<file path="src/design/bat_pkg.sv">
`timescale 1ns / 1ps
// ----------------------------------------------------------------------------
// bat_pkg: shared types and constants for the bond address table
// Table geometry, action codes, sequencer states and channel structs.
// ----------------------------------------------------------------------------
package bat_pkg;

	// table geometry
	localparam int TABLE_DEPTH = 8;
	localparam int IDX_W       = (TABLE_DEPTH > 1) ? $clog2(TABLE_DEPTH) : 1;
	localparam int CNT_W       = $clog2(TABLE_DEPTH + 1);
	localparam int ADDR_W      = 48;
	localparam int COUNT_OUT_W = 4;

	typedef enum logic [2:0] {
		ACT_ADD      = 3'd0,
		ACT_REMOVE   = 3'd1,
		ACT_LOOKUP   = 3'd2,
		ACT_CLEAR    = 3'd3,
		ACT_ENTER    = 3'd4,
		ACT_EXIT     = 3'd5,
		ACT_SET_PEND = 3'd6,
		ACT_CONFIRM  = 3'd7
	} bat_action_t;

	typedef enum logic [1:0] {
		ST_IDLE,
		ST_SCAN,
		ST_SHIFT,
		ST_APPEND
	} bat_state_t;

	// input item
	typedef struct packed {
		logic [2:0]        action;
		logic [ADDR_W-1:0] address;
	} bat_cmd_t;

	// result item
	typedef struct packed {
		logic                   ok;
		logic [COUNT_OUT_W-1:0] entry_count;
		logic                   pairing_on;
		logic                   pending_ready;
	} bat_rsp_t;

	// sequencer to entry store
	typedef struct packed {
		logic             we;
		logic [IDX_W-1:0] waddr;
		logic             from_rd;   // write data is the read entry, else the key
		logic [IDX_W-1:0] raddr;
	} bat_store_ctl_t;

	// low bits of the fill count for the result field
	function automatic logic [COUNT_OUT_W-1:0] count_field(input logic [CNT_W-1:0] c);
		logic [CNT_W+COUNT_OUT_W-1:0] w;
		w = {{COUNT_OUT_W{1'b0}}, c};
		return w[COUNT_OUT_W-1:0];
	endfunction

endpackage

</file>
<file path="src/design/bat_store.sv">
`timescale 1ns / 1ps
// ----------------------------------------------------------------------------
// bat_store: address entry array with the shared comparator
// One read port feeds the key compare and the compaction write path.
// ----------------------------------------------------------------------------
module bat_store
	import bat_pkg::*;
(
	input  logic                 clk,
	input  bat_store_ctl_t       ctl,
	input  logic [ADDR_W-1:0]    key,
	output logic                 match
);

	logic [ADDR_W-1:0] entries_q [TABLE_DEPTH];
	logic [ADDR_W-1:0] rdata;
	logic [ADDR_W-1:0] wdata;

	// single read port, shared comparator
	assign rdata = entries_q[ctl.raddr];
	assign match = (rdata == key);
	assign wdata = ctl.from_rd ? rdata : key;

	// single write port, no reset on payload
	always_ff @(posedge clk) begin
		if (ctl.we) begin
			entries_q[ctl.waddr] <= wdata;
		end
	end

endmodule

</file>
<file path="src/design/bat_ctrl.sv">
`timescale 1ns / 1ps
// ----------------------------------------------------------------------------
// bat_ctrl: operation sequencer for the bond address table
// Scans entries one per cycle, compacts one per cycle, holds flags and count.
// ----------------------------------------------------------------------------
module bat_ctrl
	import bat_pkg::*;
(
	input  logic              clk,
	input  logic              arst_n,
	input  logic              start,
	input  bat_cmd_t          cmd,
	output logic              busy,
	output logic              done,
	output bat_rsp_t          rsp,
	output bat_store_ctl_t    store_ctl,
	output logic [ADDR_W-1:0] key,
	input  logic              match
);

	bat_state_t        state_q, state_d;
	logic [IDX_W-1:0]  ptr_q, ptr_d;
	logic [CNT_W-1:0]  count_q, count_d;
	logic              pairing_q, pairing_d;
	logic              pend_q, pend_d;
	logic              ok_q, ok_d;
	logic              done_q;
	logic              finish;
	logic              accept;
	bat_action_t       act_q;
	logic [ADDR_W-1:0] key_q;
	logic [ADDR_W-1:0] pend_addr_q;

	logic [CNT_W-1:0]  ptr_ext;
	logic [CNT_W-1:0]  ptr_inc;
	logic              full;
	logic              hit;
	logic              miss_end;

	assign accept  = start && (state_q == ST_IDLE);
	assign ptr_ext = CNT_W'(ptr_q);
	assign ptr_inc = ptr_ext + CNT_W'(1);
	assign full    = (count_q == CNT_W'(TABLE_DEPTH));
	assign hit     = (ptr_ext < count_q) && match;
	assign miss_end = (ptr_ext >= count_q) || (!match && (ptr_inc >= count_q));

	// next state
	always_comb begin
		state_d = state_q;
		unique case (state_q)
			ST_IDLE: begin
				if (start) begin
					case (bat_action_t'(cmd.action)) inside
						ACT_ADD, ACT_REMOVE, ACT_LOOKUP: state_d = ST_SCAN;
						ACT_CONFIRM: begin
							if (pairing_q && pend_q) state_d = ST_SCAN;
						end
						default: state_d = ST_IDLE;
					endcase
				end
			end
			ST_SCAN: begin
				if (hit) begin
					state_d = (act_q == ACT_REMOVE) ? ST_SHIFT : ST_IDLE;
				end else if (miss_end) begin
					if (act_q == ACT_ADD || act_q == ACT_CONFIRM) begin
						state_d = full ? ST_SHIFT : ST_APPEND;
					end else begin
						state_d = ST_IDLE;
					end
				end
			end
			ST_SHIFT: begin
				if (ptr_inc >= count_q) begin
					state_d = (act_q == ACT_REMOVE) ? ST_IDLE : ST_APPEND;
				end
			end
			ST_APPEND: state_d = ST_IDLE;
			default:   state_d = ST_IDLE;
		endcase
	end

	// outputs and datapath control
	always_comb begin
		ptr_d     = ptr_q;
		count_d   = count_q;
		pairing_d = pairing_q;
		pend_d    = pend_q;
		ok_d      = ok_q;
		finish    = 1'b0;
		store_ctl = '{we: 1'b0, waddr: ptr_q, from_rd: 1'b0, raddr: ptr_q};
		unique case (state_q)
			ST_IDLE: begin
				if (start) begin
					ptr_d = '0;
					ok_d  = 1'b1;
					case (bat_action_t'(cmd.action)) inside
						ACT_CLEAR: begin
							count_d = '0;
							finish  = 1'b1;
						end
						ACT_ENTER: begin
							pairing_d = 1'b1;
							finish    = 1'b1;
						end
						ACT_EXIT: begin
							pairing_d = 1'b0;
							pend_d    = 1'b0;
							finish    = 1'b1;
						end
						ACT_SET_PEND: begin
							pend_d = 1'b1;
							finish = 1'b1;
						end
						ACT_CONFIRM: begin
							if (pairing_q && pend_q) begin
								pairing_d = 1'b0;
								pend_d    = 1'b0;
							end else begin
								ok_d   = 1'b0;
								finish = 1'b1;
							end
						end
						default: ;
					endcase
				end
			end
			ST_SCAN: begin
				// one entry compared per cycle
				if (hit) begin
					if (act_q != ACT_REMOVE) finish = 1'b1;
				end else if (miss_end) begin
					if (act_q == ACT_ADD || act_q == ACT_CONFIRM) begin
						ptr_d = full ? '0 : IDX_W'(count_q);
					end else begin
						ok_d   = 1'b0;
						finish = 1'b1;
					end
				end else begin
					ptr_d = ptr_q + IDX_W'(1);
				end
			end
			ST_SHIFT: begin
				// move entry ptr+1 down to ptr
				store_ctl.raddr = ptr_q + IDX_W'(1);
				if (ptr_inc < count_q) begin
					store_ctl.we      = 1'b1;
					store_ctl.from_rd = 1'b1;
					ptr_d             = ptr_q + IDX_W'(1);
				end else if (act_q == ACT_REMOVE) begin
					count_d = count_q - CNT_W'(1);
					finish  = 1'b1;
				end
			end
			ST_APPEND: begin
				store_ctl.we = 1'b1;
				if (!full) count_d = count_q + CNT_W'(1);
				finish = 1'b1;
			end
			default: ;
		endcase
	end

	// control registers
	always_ff @(posedge clk or negedge arst_n) begin
		if (!arst_n) begin
			state_q   <= ST_IDLE;
			ptr_q     <= '0;
			count_q   <= '0;
			pairing_q <= 1'b0;
			pend_q    <= 1'b0;
			ok_q      <= 1'b0;
			done_q    <= 1'b0;
		end else begin
			state_q   <= state_d;
			ptr_q     <= ptr_d;
			count_q   <= count_d;
			pairing_q <= pairing_d;
			pend_q    <= pend_d;
			ok_q      <= ok_d;
			done_q    <= finish;
		end
	end

	// payload registers
	always_ff @(posedge clk) begin
		if (accept) begin
			act_q <= bat_action_t'(cmd.action);
			key_q <= (bat_action_t'(cmd.action) == ACT_CONFIRM) ? pend_addr_q : cmd.address;
			if (bat_action_t'(cmd.action) == ACT_SET_PEND) pend_addr_q <= cmd.address;
		end
	end

	assign busy = (state_q != ST_IDLE);
	assign done = done_q;
	assign key  = key_q;
	assign rsp  = '{ok: ok_q, entry_count: count_field(count_q),
		pairing_on: pairing_q, pending_ready: pend_q};

endmodule

</file>
<file path="src/design/bond_address_table_top.sv">
`timescale 1ns / 1ps
// ----------------------------------------------------------------------------
// bond_address_table_top: insertion-ordered device address table
// Eight-entry address table with pairing mode and one pending address.
//
//   channel   ports               handshake
//   command   cmd (bat_cmd_t)     start high while busy low
//   result    rsp (bat_rsp_t)     done high for one cycle, no backpressure
//
// Flag, clear and refused confirm actions finish on acceptance. Lookup scans
// one entry per cycle. Compaction moves one entry per cycle plus a closing
// step, and add ends with an append step; the longest operation is a new
// address added to a full table, which scans, compacts and appends. The scan
// and compaction share one read port of the entry array, which also feeds the
// comparator. The result follows in the cycle after the last step, with busy
// already low. Reset empties the table and clears pairing and pending flags.
// The receiver cannot stall.
// ----------------------------------------------------------------------------
module bond_address_table_top
	import bat_pkg::*;
(
	input  logic     clk,
	input  logic     arst_n,
	input  logic     start,
	input  bat_cmd_t cmd,
	output logic     busy,
	output logic     done,
	output bat_rsp_t rsp
);

	bat_store_ctl_t    store_ctl;
	logic [ADDR_W-1:0] key;
	logic              match;

	// sequencer
	bat_ctrl u_ctrl (
		.clk       (clk),
		.arst_n    (arst_n),
		.start     (start),
		.cmd       (cmd),
		.busy      (busy),
		.done      (done),
		.rsp       (rsp),
		.store_ctl (store_ctl),
		.key       (key),
		.match     (match)
	);

	// entry array and comparator
	bat_store u_store (
		.clk   (clk),
		.ctl   (store_ctl),
		.key   (key),
		.match (match)
	);

endmodule
</file>
<file path="config.mk">
export PLATFORM = sky130hd
export DESIGN_NAME = bond_address_table_top
export DESIGN_NICKNAME = d
export VERILOG_FILES = /design/src/design/bat_pkg.sv /design/src/design/bat_store.sv /design/src/design/bat_ctrl.sv /design/src/design/bond_address_table_top.sv
export SDC_FILE = /design/constraint.sdc
export NUM_CORES = 1
export LEC_CHECK = 0
export ABC_AREA = 1
export BUFFER_PORTS_ARGS = -buffer_cell sky130_fd_sc_hd__buf_4
export CAP_MARGIN = 20
export CELL_PAD_IN_SITES_DETAIL_PLACEMENT = 1
export CELL_PAD_IN_SITES_GLOBAL_PLACEMENT = 1
export CORE_MARGIN = 5
export CORE_UTILIZATION = 35
export CTS_CLUSTER_DIAMETER = 100
export DETAILED_ROUTE_END_ITERATION = 10
export PLACE_DENSITY_LB_ADDON = 0.1
export SKIP_LAST_GASP = 1
export SLEW_MARGIN = 30
export SYNTH_ARGS = -nofsm -noshare
export SYNTH_HDL_FRONTEND = slang
export SYNTH_SLANG_ARGS = --single-unit
</file>
<file path="constraint.sdc">
create_clock -name clk -period 10.3 [get_ports clk]
set_clock_uncertainty 0.05 [all_clocks]
set_input_delay 1.03 -clock clk [delete_from_list [all_inputs] [get_ports clk]]
set_output_delay 1.03 -clock clk [all_outputs]
set_load 0.05 [all_outputs]
</file>
### Word-level counts from Yosys, hierarchy flattened

Memories as Yosys holds them, arrays and structs flattened.
Cells that the tools add are included.

* register bits after elaboration: 112
* memory bits (writable): 384
* input bits: 54
* word-level logic and storage cells: 140
* memories kept: 1

* $add $sub $neg: 4
* magnitude comparators: 4
* equal/unequal tests: 29
* mux-type cells: 64
* bitwise gates (word level): 2
* reduce and logical (&&, ||, !) cells: 26

Memories
* u_store.entries_q: depth 8, bits a word 48, rd ports 1, clocked after memory_dff 0, write ports 1, line bat_store.sv:15 `logic [ADDR_W-1:0] entries_q [TABLE_DEPTH];`

Operators by type and width (number)
* two-way mux 48 bit: 2
* equality test 48 bit: 1
* two-way mux 1 bit: 34
* two-way mux 4 bit: 6
* two-way mux 2 bit: 10
* two-way mux 3 bit: 6
* AND reduction 6 bit: 3
* nonzero test 3 bit: 6
* equality test 3 bit, second input constant: 5
* inequality test 2 bit, second input constant: 6
* one-hot mux 4 bit (3 select lines): 1
* AND reduction 5 bit: 2
* inequality test 3 x 1 -> 1 bit, second input constant: 3
* one-hot mux 3 bit (3 select lines): 1
* inequality test 2 x 1 -> 1 bit, second input constant: 4
* one-hot mux 2 bit (4 select lines): 1
* equality test 3 x 1 -> 1 bit, second input constant: 2
* equality test 3 x 2 -> 1 bit, second input constant: 2
* logical NOT 3 bit: 2
* adder 3 x 1 -> 4 bit, second input constant: 1
* adder 4 x 1 -> 4 bit, second input constant: 1
* equality test 2 bit, second input constant: 2
* equality test 4 bit, second input constant: 1
* greater-or-equal comparator 3 x 4 -> 1 bit: 1
* 19 further kinds: 26

### Depth between registers and ports, before layout

Gate-level depths: netlist of run 1.
An unclocked memory read counts as a cell.

* depth after elaboration: 12
* mapped depth: 28

### Hierarchy

From an unflattened synthesis of run 1, not the netlist that was laid out.

* cell total of the unflattened synthesis: 2200
* area, all modules: 22302.6 µm²

By module, submodules not included
* bat_store: times used 1, cells an instance 1744, area each 17322.9 µm², seq. area each 11531.1 µm²
* bat_ctrl: times used 1, cells an instance 456, area each 4979.8 µm², seq. area each 3298.2 µm²

### Worst setup path after synthesis of run 1

Ideal clock, no wire load.

* path type: register to register
* start: register u_ctrl.count_q[1]
* end: memory u_store.entries_q[3][0], enable pin
* library setup time: 0.513 ns
* data arrival time: 5.240 ns
* data required time: 9.737 ns
* setup slack: 4.497 ns
* stages on the path, launching flop included: 12
* cell sequence: dfrtp_1 > inv_1 > ha_1 > inv_1 > nor2_1 > o21ai_0 > nand2_1 > nor2_1 > inv_1 > nand2_1 > inv_1 > nor3_1

* word-level cells in the longest chain between the ends: 5

RTL lines
* start, declared: line bat_ctrl.sv:23 `logic [CNT_W-1:0] count_q, count_d;`
* start signal, assigned: line bat_ctrl.sv:177 `count_q <= count_d;`
* less-than comparator 4 bit: line bat_ctrl.sv:146 `if (ptr_inc < count_q) begin`
* two-way mux 1 bit: line bat_ctrl.sv:146
* one-hot mux 1 bit (2 select lines): line bat_ctrl.sv:92 `unique case (state_q)`
* two-way mux 1 bit: line bat_store.sv:26 `if (ctl.we) begin`
* two-way mux 1 bit (not written as such): line bat_store.sv:27 `entries_q[ctl.waddr] <= wdata;`
* end, declared: line bat_store.sv:15

Every way passes these cells.

### Final worst setup path of run 1

* start: register u_ctrl.state_q[0]
* end: register u_ctrl.state_q[1]

* word-level cells in the longest chain between the ends: 9

RTL lines
* start, declared: line bat_ctrl.sv:21 `bat_state_t state_q, state_d;`
* start signal, assigned: line bat_ctrl.sv:175 `state_q <= state_d;`
* equality test 2 bit: line bat_ctrl.sv:50, bat_ctrl.sv:92
* two-way mux 4 bit: line bat_ctrl.sv:92
* memory (8 x 48 bit)
* equality test 48 bit: line bat_store.sv:21 `assign match = (rdata == key);`
* logical NOT 1 bit: line bat_ctrl.sv:45 `assign miss_end = (ptr_ext >= count_q) || (!match && (ptr_inc >= count_q));`
* logical AND 1 bit: line bat_ctrl.sv:45
* logical OR 1 bit: line bat_ctrl.sv:45
* inequality test 3 x 1 -> 1 bit (no line)
* AND reduction 4 bit (no line)

Parallel ways exist; a longest one is shown, timed or not.
A chain may end at the register's enable or synchronous reset.

==> metrics.log, run 1 <==
[metrics] minimum clock period after layout: 5.28 ns
[metrics] cell count after placement: 3144
[metrics] Post-Syn Instances: 2310
[metrics] number of register bits inferred by synthesis: 496
[metrics] Pwr Total: 7.63 mW
[metrics] WS Path Type: reg -> reg
[metrics] largest net degree at the start of global routing: 183
[metrics] setup TNS after final layout: 0 ns
[metrics] number of I/O pins: 63
[metrics] type of the tightest min-delay check: in -> async
[metrics] proportion of synthesized chip area in sequential cells: 65.2%
[metrics] count of H-tree levels built during CTS: 2
[metrics] reported max-cap violation count: 0
[metrics] Avg Cell Area, Syn: 9.84 sq um
[metrics] Hold WS: 0.233 ns
[metrics] Max-slew headroom: 36.2%
[metrics] post-synth net total: 2380
[metrics] Slew Viols, Final: 0
[metrics] net count reported at finish: 2416
[metrics] Clock Pin Slew Worst Setup and Hold Paths: 0.06 ns
[metrics] clock buffers created by TritonCTS: 55
[metrics] result of the run: complete, no violations
[metrics] worst-skew pair later-pin latency: 0.61 ns
[metrics] TritonCTS clock tree: yes
[metrics] cell area after synthesis: 22700 sq um
[metrics] Fin. Hold Viols: 0
[metrics] HPWL after detailed placement: 36200 um
[metrics] Detailed Route WL: 64400 um
[metrics] number of hold-repair buffers added at the cts stage: 0
[metrics] top cells by area, synth: sky130_fd_sc_hd__edfxtp_1, sky130_fd_sc_hd__nand2_1, sky130_fd_sc_hd__nand3_1
[metrics] ratio of cells with drive above 1 in the final layout: 9.17%
[metrics] multi-input logic area: 6730 sq um
[metrics] Routability Congestion: 0.759
[metrics] setup repair after global routing missed its margin: false
[metrics] transition at the pin with the smallest max-transition slack: 0.957 ns
[metrics] count of clock tree sinks: 496
[metrics] Clock Tree Buf Depth: 3
[metrics] upper clock frequency limit: 0.190 GHz
[metrics] initial DRC count: 919
[metrics] CTS Root Buffer Type: sky130_fd_sc_hd__clkbuf_16
[metrics] GRT Total Usage: 18.1%
[metrics] warning count from the yosys run: 0
[metrics] required time of the worst setup path: 10.73 ns
[metrics] Crit Path Max Fanout: 67
[metrics] number of vias per cell: 4.93
[metrics] kind of capture point of the worst setup path: flip-flop
[metrics] Core Util, Final: 39.8%
[metrics] detailed-route DRC error count: 0
[metrics] effective utilization at floorplan: 35.3%
[metrics] top cell type's share of synthesized area: 63.8%
[metrics] floorplan row count: 93
[metrics] Setup Buffers After CTS: 0
[metrics] global-route wire length before repair: 99200 um
[metrics] horizontal extent of the die: 265 um
[metrics] via count of the first global-routing pass: 17000
[metrics] Final Cycle Share: 51.2%
[metrics] final cell count without fillers: 3243
[metrics] die span in y: 265 um
[metrics] Die Footprint: 70200 sq um
[metrics] WL per Instance: 19.8 um
[metrics] count of fill cells added during filler insertion: 7153
[metrics] synthesis-to-layout area growth: 12.6%
[metrics] unique cell type count in the Yosys netlist: 33
[metrics] antenna violations before repair: 3
[metrics] total overflow reported by the global router: 0
[metrics] endpoints failing setup: 0
[metrics] cell taking the most area after synthesis: sky130_fd_sc_hd__edfxtp_1
[metrics] CP Data Arrival Time: 5.71 ns
[metrics] Diodes inserted: 0
[metrics] count of antenna-violating nets left after detailed routing: 0
[metrics] placeable core area: 64300 sq um
[metrics] worst supply voltage drop on vdd: 0.274 mV
[metrics] via count of the routed design: 16000
[metrics] startpoint type of the worst setup path: flip-flop
[metrics] leakage power figure: 10.5 nW
[metrics] detailed-routing iteration count for the pre-antenna-repair pass: 5
[metrics] number of instances resized during post-cts repair: 0
[metrics] register area: 14800 sq um
[metrics] cell area power density: 298 nW/um^2
[metrics] count of input and output buffers: 62
-- metrics by stage --
| stage | area, sq um | setup WS [ns] |
|---|---|---|
| floorplan | 22700 | 4.50 |
| global placement | 23900 | 5.01 |
| detailed placement | 23900 | 4.89 |
| CTS | 25600 | 4.87 |
| global route | 25600 | 4.48 |
| finish | 25600 | 5.02 |
-- report_power, final --
part | leakage [nW] | switching, mW | internal [mW]
Clock | 0.830 | 0.806 | 1.07
Sequential | 4.55 | 0.0881 | 2.54
Combinational | 5.11 | 2.26 | 0.874
-- layer usage --
metal / track usage, % / part of all wire [%] / vias to the layer above
li1: - / - / 7703
met2: 30.7 / 48 / 239
met5: 0 / 0.011 / -
met1: 24.7 / 47 / 7961
met3: 2.91 / 3.7 / 89
met4: 4.32 / 2.0 / 2
-- sequential cells by signal (all words and copies together) (netlist names) --
register            flops
u_ctrl.act_q            3
u_ctrl.pend_addr_q     48
u_ctrl.key             48
u_ctrl.ok_q             1
u_ctrl.pend_q           1
u_ctrl.ptr_q            3
u_ctrl.pairing_q        1
u_store.entries_q     384
u_ctrl.done             1
u_ctrl.count_q          4
u_ctrl.state_q          2
-- synthesized netlist by cell type --
cell	instances
sky130_fd_sc_hd__nand2_1	1012
sky130_fd_sc_hd__edfxtp_1	483
sky130_fd_sc_hd__nand3_1	230
sky130_fd_sc_hd__inv_1	164
sky130_fd_sc_hd__nor2_1	95
sky130_fd_sc_hd__o21ai_0	89
sky130_fd_sc_hd__buf_2	49
sky130_fd_sc_hd__or2_2	29
sky130_fd_sc_hd__buf_6	25
sky130_fd_sc_hd__clkbuf_1	21
sky130_fd_sc_hd__ha_1	15
sky130_fd_sc_hd__nand3b_1	14
sky130_fd_sc_hd__dfrtp_1	13
sky130_fd_sc_hd__a21oi_1	12
sky130_fd_sc_hd__o211ai_1	11
sky130_fd_sc_hd__buf_4	7
sky130_fd_sc_hd__o21ai_1	6
sky130_fd_sc_hd__nand2_2	5
sky130_fd_sc_hd__nor3_1	5
sky130_fd_sc_hd__inv_2	4
sky130_fd_sc_hd__buf_1	3
sky130_fd_sc_hd__nand4_1	3
sky130_fd_sc_hd__nor2_2	3
sky130_fd_sc_hd__o22ai_1	2
sky130_fd_sc_hd__xor2_1	2
sky130_fd_sc_hd__a31oi_1	1
sky130_fd_sc_hd__a32oi_1	1
sky130_fd_sc_hd__a41oi_1	1
sky130_fd_sc_hd__fa_1	1
sky130_fd_sc_hd__nand2_4	1
sky130_fd_sc_hd__o21bai_2	1
sky130_fd_sc_hd__o221ai_1	1
sky130_fd_sc_hd__xnor2_1	1
-- kinds of logic (layout without fill, tap and decap cells) --
group | after synthesis | count (layout) | synth area share, %
AO/OA/AOI/OAI | 125 | 125 | 2.97
XOR/XNOR | 3 | 3 | 0.116
adder cells (fa/ha/maj) | 16 | 16 | 0.914
buffers and inverters | 273 | 351 | 5.72
flip-flops | 496 | 496 | 65.2
AND/OR/NAND/NOR | 1397 | 1397 | 25.1
-- final timing paths --
kind | startpoint | endpoint | slack [ns] | cells past startpoint
setup / recovery | u_ctrl.state_q[0] | u_ctrl.state_q[1] | 5.02 | 24
hold reg to reg | u_ctrl.ok_q | u_ctrl.ok_q | 0.46 | 2
setup reg to reg | u_ctrl.state_q[0] | u_ctrl.state_q[1] | 5.02 | 24
max in group asynchronous | arst_n | u_ctrl.ptr_q[0] | 9.77 | 1
hold / removal | arst_n | u_ctrl.pairing_q | 0.23 | 1
min in group clk | u_ctrl.ok_q | u_ctrl.ok_q | 0.46 | 2
-- worst max-delay path, stage by stage (launching register included) --
cell and delay, ns:
sky130_fd_sc_hd__dfrtp_1 0.42, sky130_fd_sc_hd__inv_1 0.09, sky130_fd_sc_hd__ha_1 0.36, sky130_fd_sc_hd__ha_4 0.44, sky130_fd_sc_hd__inv_4 0.63, sky130_fd_sc_hd__buf_4 0.79, sky130_fd_sc_hd__nand2_1 0.18, sky130_fd_sc_hd__nand2_1 0.10
sky130_fd_sc_hd__nand2_1 0.05, sky130_fd_sc_hd__nand2_1 0.10, sky130_fd_sc_hd__nand2_1 0.05, sky130_fd_sc_hd__nand3_1 0.10, sky130_fd_sc_hd__nand2_1 0.12, sky130_fd_sc_hd__nor2_1 0.15, sky130_fd_sc_hd__nand2_1 0.08, sky130_fd_sc_hd__nor2_1 0.17
sky130_fd_sc_hd__nand2_1 0.11, sky130_fd_sc_hd__nor2_2 0.33, sky130_fd_sc_hd__nand2_1 0.12, sky130_fd_sc_hd__nand2_2 0.14, sky130_fd_sc_hd__nand3_1 0.14, sky130_fd_sc_hd__nor2_1 0.15, sky130_fd_sc_hd__nor2_1 0.06, sky130_fd_sc_hd__nand3_1 0.07
sky130_fd_sc_hd__nand2_1 0.06
-- placed cells by master (no fill, tap or decap), drive strengths merged --
cell type  Yosys  routed
o21bai         1       1
nand4          3       3
nor3           5       5
bufinv         0       3
a21oi         12      12
a41oi          1       1
buf           84      84
o221ai         1       1
o22ai          2       2
inv          168     169
a32oi          1       1
dfrtp         13      13
nor2          98      98
nand3        230     230
fa             1       1
or2           29      29
ha            15      15
clkinv         0      26
nand2       1018    1018
xnor2          1       1
clkbuf        21      67
a31oi          1       1
xor2           2       2
o211ai        11      11
nand3b        14      14
o21ai         95      95
clkinvlp       0       2
edfxtp       483     483
-- final cells by class --
cell class	instances	share of cell area, %
clock buffer	67	5.63
clock inverter	32	0.972
inverter	168	2.47
multi-input combinational	1541	26.3
sequential	496	57.9
tap	855	4.18
timing repair buffer	84	2.57
No activity file was read; power rests on OpenSTA's default activity.
==> inputs of run 2 (changes only) <==
==> constraint.sdc (replaced) <==
create_clock -name clk -period 5.2 [get_ports clk]
set_clock_uncertainty 0.05 [all_clocks]
set_input_delay 0.52 -clock clk [delete_from_list [all_inputs] [get_ports clk]]
set_output_delay 0.52 -clock clk [all_outputs]
set_load 0.05 [all_outputs]
==> metrics.log, run 2 (synthesis gave the netlist of run 1 again) <==
[metrics] leakage power figure: 10.6 nW (+1.4%)
[metrics] placeable core area: 64300 sq um (unchanged)
[metrics] Crit Path Max Fanout: 62 (-7.5%)
[metrics] startpoint type of the worst setup path: flip-flop
[metrics] Die Footprint: 70200 sq um (unchanged)
[metrics] Slew Viols, Final: 0 (unchanged)
[metrics] capturing instance or port of the critical path: u_ctrl.ptr_q[2]
[metrics] crit-path max cell delay: 0.41 ns (-0.38 ns)
[metrics] setup repair after global routing missed its margin: false
[metrics] worst slack at placement: 0.774 ns (-4.12 ns)
[metrics] setup TNS after final layout: 0 ns (unchanged)
[metrics] count of input and output buffers: 62 (unchanged)
[metrics] via count of the first global-routing pass: 16800 (-1.4%)
[metrics] minimum clock period after layout: 4.40 ns (-0.875 ns)
[metrics] launch instance of the worst register-to-register path: u_ctrl.state_q[0]
[metrics] final cell count without fillers: 3261 (+0.56%)
[metrics] initial DRC count: 978 (+6.4%)
[metrics] HPWL after detailed placement: 38300 um (+5.9%)
[metrics] die span in y: 265 um (unchanged)
[metrics] most common cell type on the critical path: sky130_fd_sc_hd__nand2_1
[metrics] CP startpoint: u_ctrl.state_q[0]
[metrics] cell area power density: 596 nW/um^2 (+100%)
[metrics] count of antenna-violating nets left after detailed routing: 0 (unchanged)
[metrics] slowest stage cell, crit path: sky130_fd_sc_hd__dfrtp_1
[metrics] net count reported at finish: 2433 (+0.70%)
[metrics] WL per Instance: 19.7 um (-0.59%)
[metrics] detailed-routing iteration count for the pre-antenna-repair pass: 5 (unchanged)
[metrics] reported max-cap violation count: 0 (unchanged)
[metrics] via count of the routed design: 16000 (+0.23%)
[metrics] count of clock tree sinks: 496 (unchanged)
[metrics] upper clock frequency limit: 0.227 GHz (+20%)
[metrics] count of H-tree levels built during CTS: 2 (unchanged)
[metrics] horizontal extent of the die: 265 um (unchanged)
[metrics] effective utilization at floorplan: 35.3% (unchanged)
[metrics] TritonCTS clock tree: yes
[metrics] total overflow reported by the global router: 0 (unchanged)
[metrics] number of I/O pins: 63 (unchanged)
[metrics] endpoints failing setup: 0 (unchanged)
[metrics] multi-input logic area: 6720 sq um (-0.13%)
[metrics] Final Cycle Share: 84.6% (+33 points)
[metrics] required time of the worst setup path: 5.69 ns (-5.04 ns)
[metrics] Routability Congestion: 0.798 (+5.1%)
[metrics] global-route wire length before repair: 99000 um (-0.22%)
[metrics] result of the run: complete, no violations
[metrics] floorplan row count: 93 (unchanged)
[metrics] type of the tightest min-delay check: in -> reg
[metrics] capturing point of the worst reg2reg path: u_ctrl.ptr_q[2]
[metrics] number of vias per cell: 4.92 (-0.33%)
[metrics] Reg2Reg Setup Slack: 0.80 ns (-4.22 ns)
[metrics] cell count after placement: 3160 (+0.51%)
[metrics] worst supply voltage drop on vdd: 0.397 mV (+45%)
[metrics] Clock Pin Slew Worst Setup and Hold Paths: 0.06 ns (about the same)
[metrics] Fin. Hold Viols: 0 (unchanged)
[metrics] depth of the most critical reg-to-reg path: 25 (+4.2%)
[metrics] Largest register FFs: 384 (unchanged)
[metrics] most common cell after layout, fill and taps aside: sky130_fd_sc_hd__nand2_1
[metrics] Detailed Route WL: 64300 um (about the same)
[metrics] total number of cells along the worst setup path: 25 (+4.2%)
[metrics] count of fill cells added during filler insertion: 7218 (+0.91%)
[metrics] worst-skew pair later-pin latency: 0.60 ns (about the same)
[metrics] WS Path Type: reg -> reg
[metrics] commonest cells after routing, fill and taps aside: sky130_fd_sc_hd__nand2_1, sky130_fd_sc_hd__edfxtp_1, sky130_fd_sc_hd__nand3_1
[metrics] Max-slew headroom: 35.7% (-0.46 points)
[metrics] clock buffers created by TritonCTS: 55 (unchanged)
[metrics] register with the highest flop count: u_store.entries_q
[metrics] CP Data Arrival Time: 4.89 ns (-0.82 ns)
[metrics] Clock Tree Buf Depth: 3 (unchanged)
[metrics] least setup slack across all paths after layout: 0.800 ns (-4.22 ns)
[metrics] largest net degree at the start of global routing: 126 (-31%)
[metrics] CTS Root Buffer Type: sky130_fd_sc_hd__clkbuf_16
[metrics] transition at the pin with the smallest max-transition slack: 0.954 ns (-0.00325 ns)
[metrics] register area: 14800 sq um (unchanged)
[metrics] detailed-route DRC error count: 0 (unchanged)
[metrics] ratio of cells with drive above 1 in the final layout: 9.73% (+0.56 points)
[metrics] GRT Total Usage: 18.1% (about the same)
[metrics] antenna violations before repair: 3 (unchanged)
[metrics] kind of capture point of the worst setup path: flip-flop
[metrics] count of buffering cells on the critical path with inverters included: 3 (unchanged)
[metrics] synthesis-to-layout area growth: 14.0%
[metrics] kind of cell adding the most delay to the critical path: simple AND/OR/NAND/NOR gates
==> run 2: area by class of cell <==
type	count	share of cell area, %
diodes	1	0.00966
clock buffers	75	5.88
clock inverters	24	0.835
inverters	168	2.44
multi-input cells	1541	25.9
flip-flops and latches	496	57.2
well taps	855	4.13
repair buffers	101	3.57
==> run 2: per-stage QoR <==
step                      utilization, %  power, mW  cell area (sq um)  hold WS, ns
after floorplan                        -       9.90              22700        0.174
after global placement              37.5       11.6              24100        0.335
after detailed placement            37.6       11.8              24200        0.337
after CTS                           40.3       15.7              25900      0.00722
after global routing                40.3       16.7              25900       0.0228
final                               40.3       15.4              25900       0.0522
==> run 2: power by group <==
group          switching (mW)  internal, mW  leakage [nW]  total, mW
combinational            4.52          1.89          5.23       6.41
clock                    1.57          2.23         0.854       3.80
sequential              0.197          5.04          4.55       5.23
total                    6.28          9.16          10.6       15.4
==> run 2: per-layer routing <==
layer  GRT usage, %  vias up  wire length [um]
li1               -     7738                 -
met1           25.8     7972             30900
met2           29.9      235             29900
met3           2.60       83              2290
met4           3.96        2              1250
met5              0        -                13
==> run 2: worst register-to-register path, delay by kind of cell, from the launching register on <==
family / cells / cell delay, ns
adder cells (fa/ha/maj): 2 / 0.67
buffers and inverters: 3 / 0.76
AND/OR/NAND/NOR: 20 / 2.46
flip-flops: 1 / 0.41
==> run 2: what timing repair did <==
action | in CTS | in global routing
hold endpoints to repair | 13 | 0
setup buffers | 0 | 0
hold buffers | 1 | 0
gates resized for setup | 0 | 0
==> run 2: worst min-delay path by stage <==
| stage | from | to | slack [ns] | depth (start not counted) |
|---|---|---|---|---|
| floorplan | arst_n | u_ctrl.count_q[0] | 0.17 | 0 |
| global placement | arst_n | u_ctrl.pend_q | 0.34 | 1 |
| detailed placement | arst_n | u_ctrl.pend_q | 0.34 | 1 |
| CTS | cmd[40] | u_ctrl.pend_addr_q[40] | 0.007 | 1 |
| global route | cmd[40] | u_ctrl.pend_addr_q[40] | 0.02 | 1 |
| finish | cmd[37] | u_ctrl.pend_addr_q[37] | 0.05 | 1 |
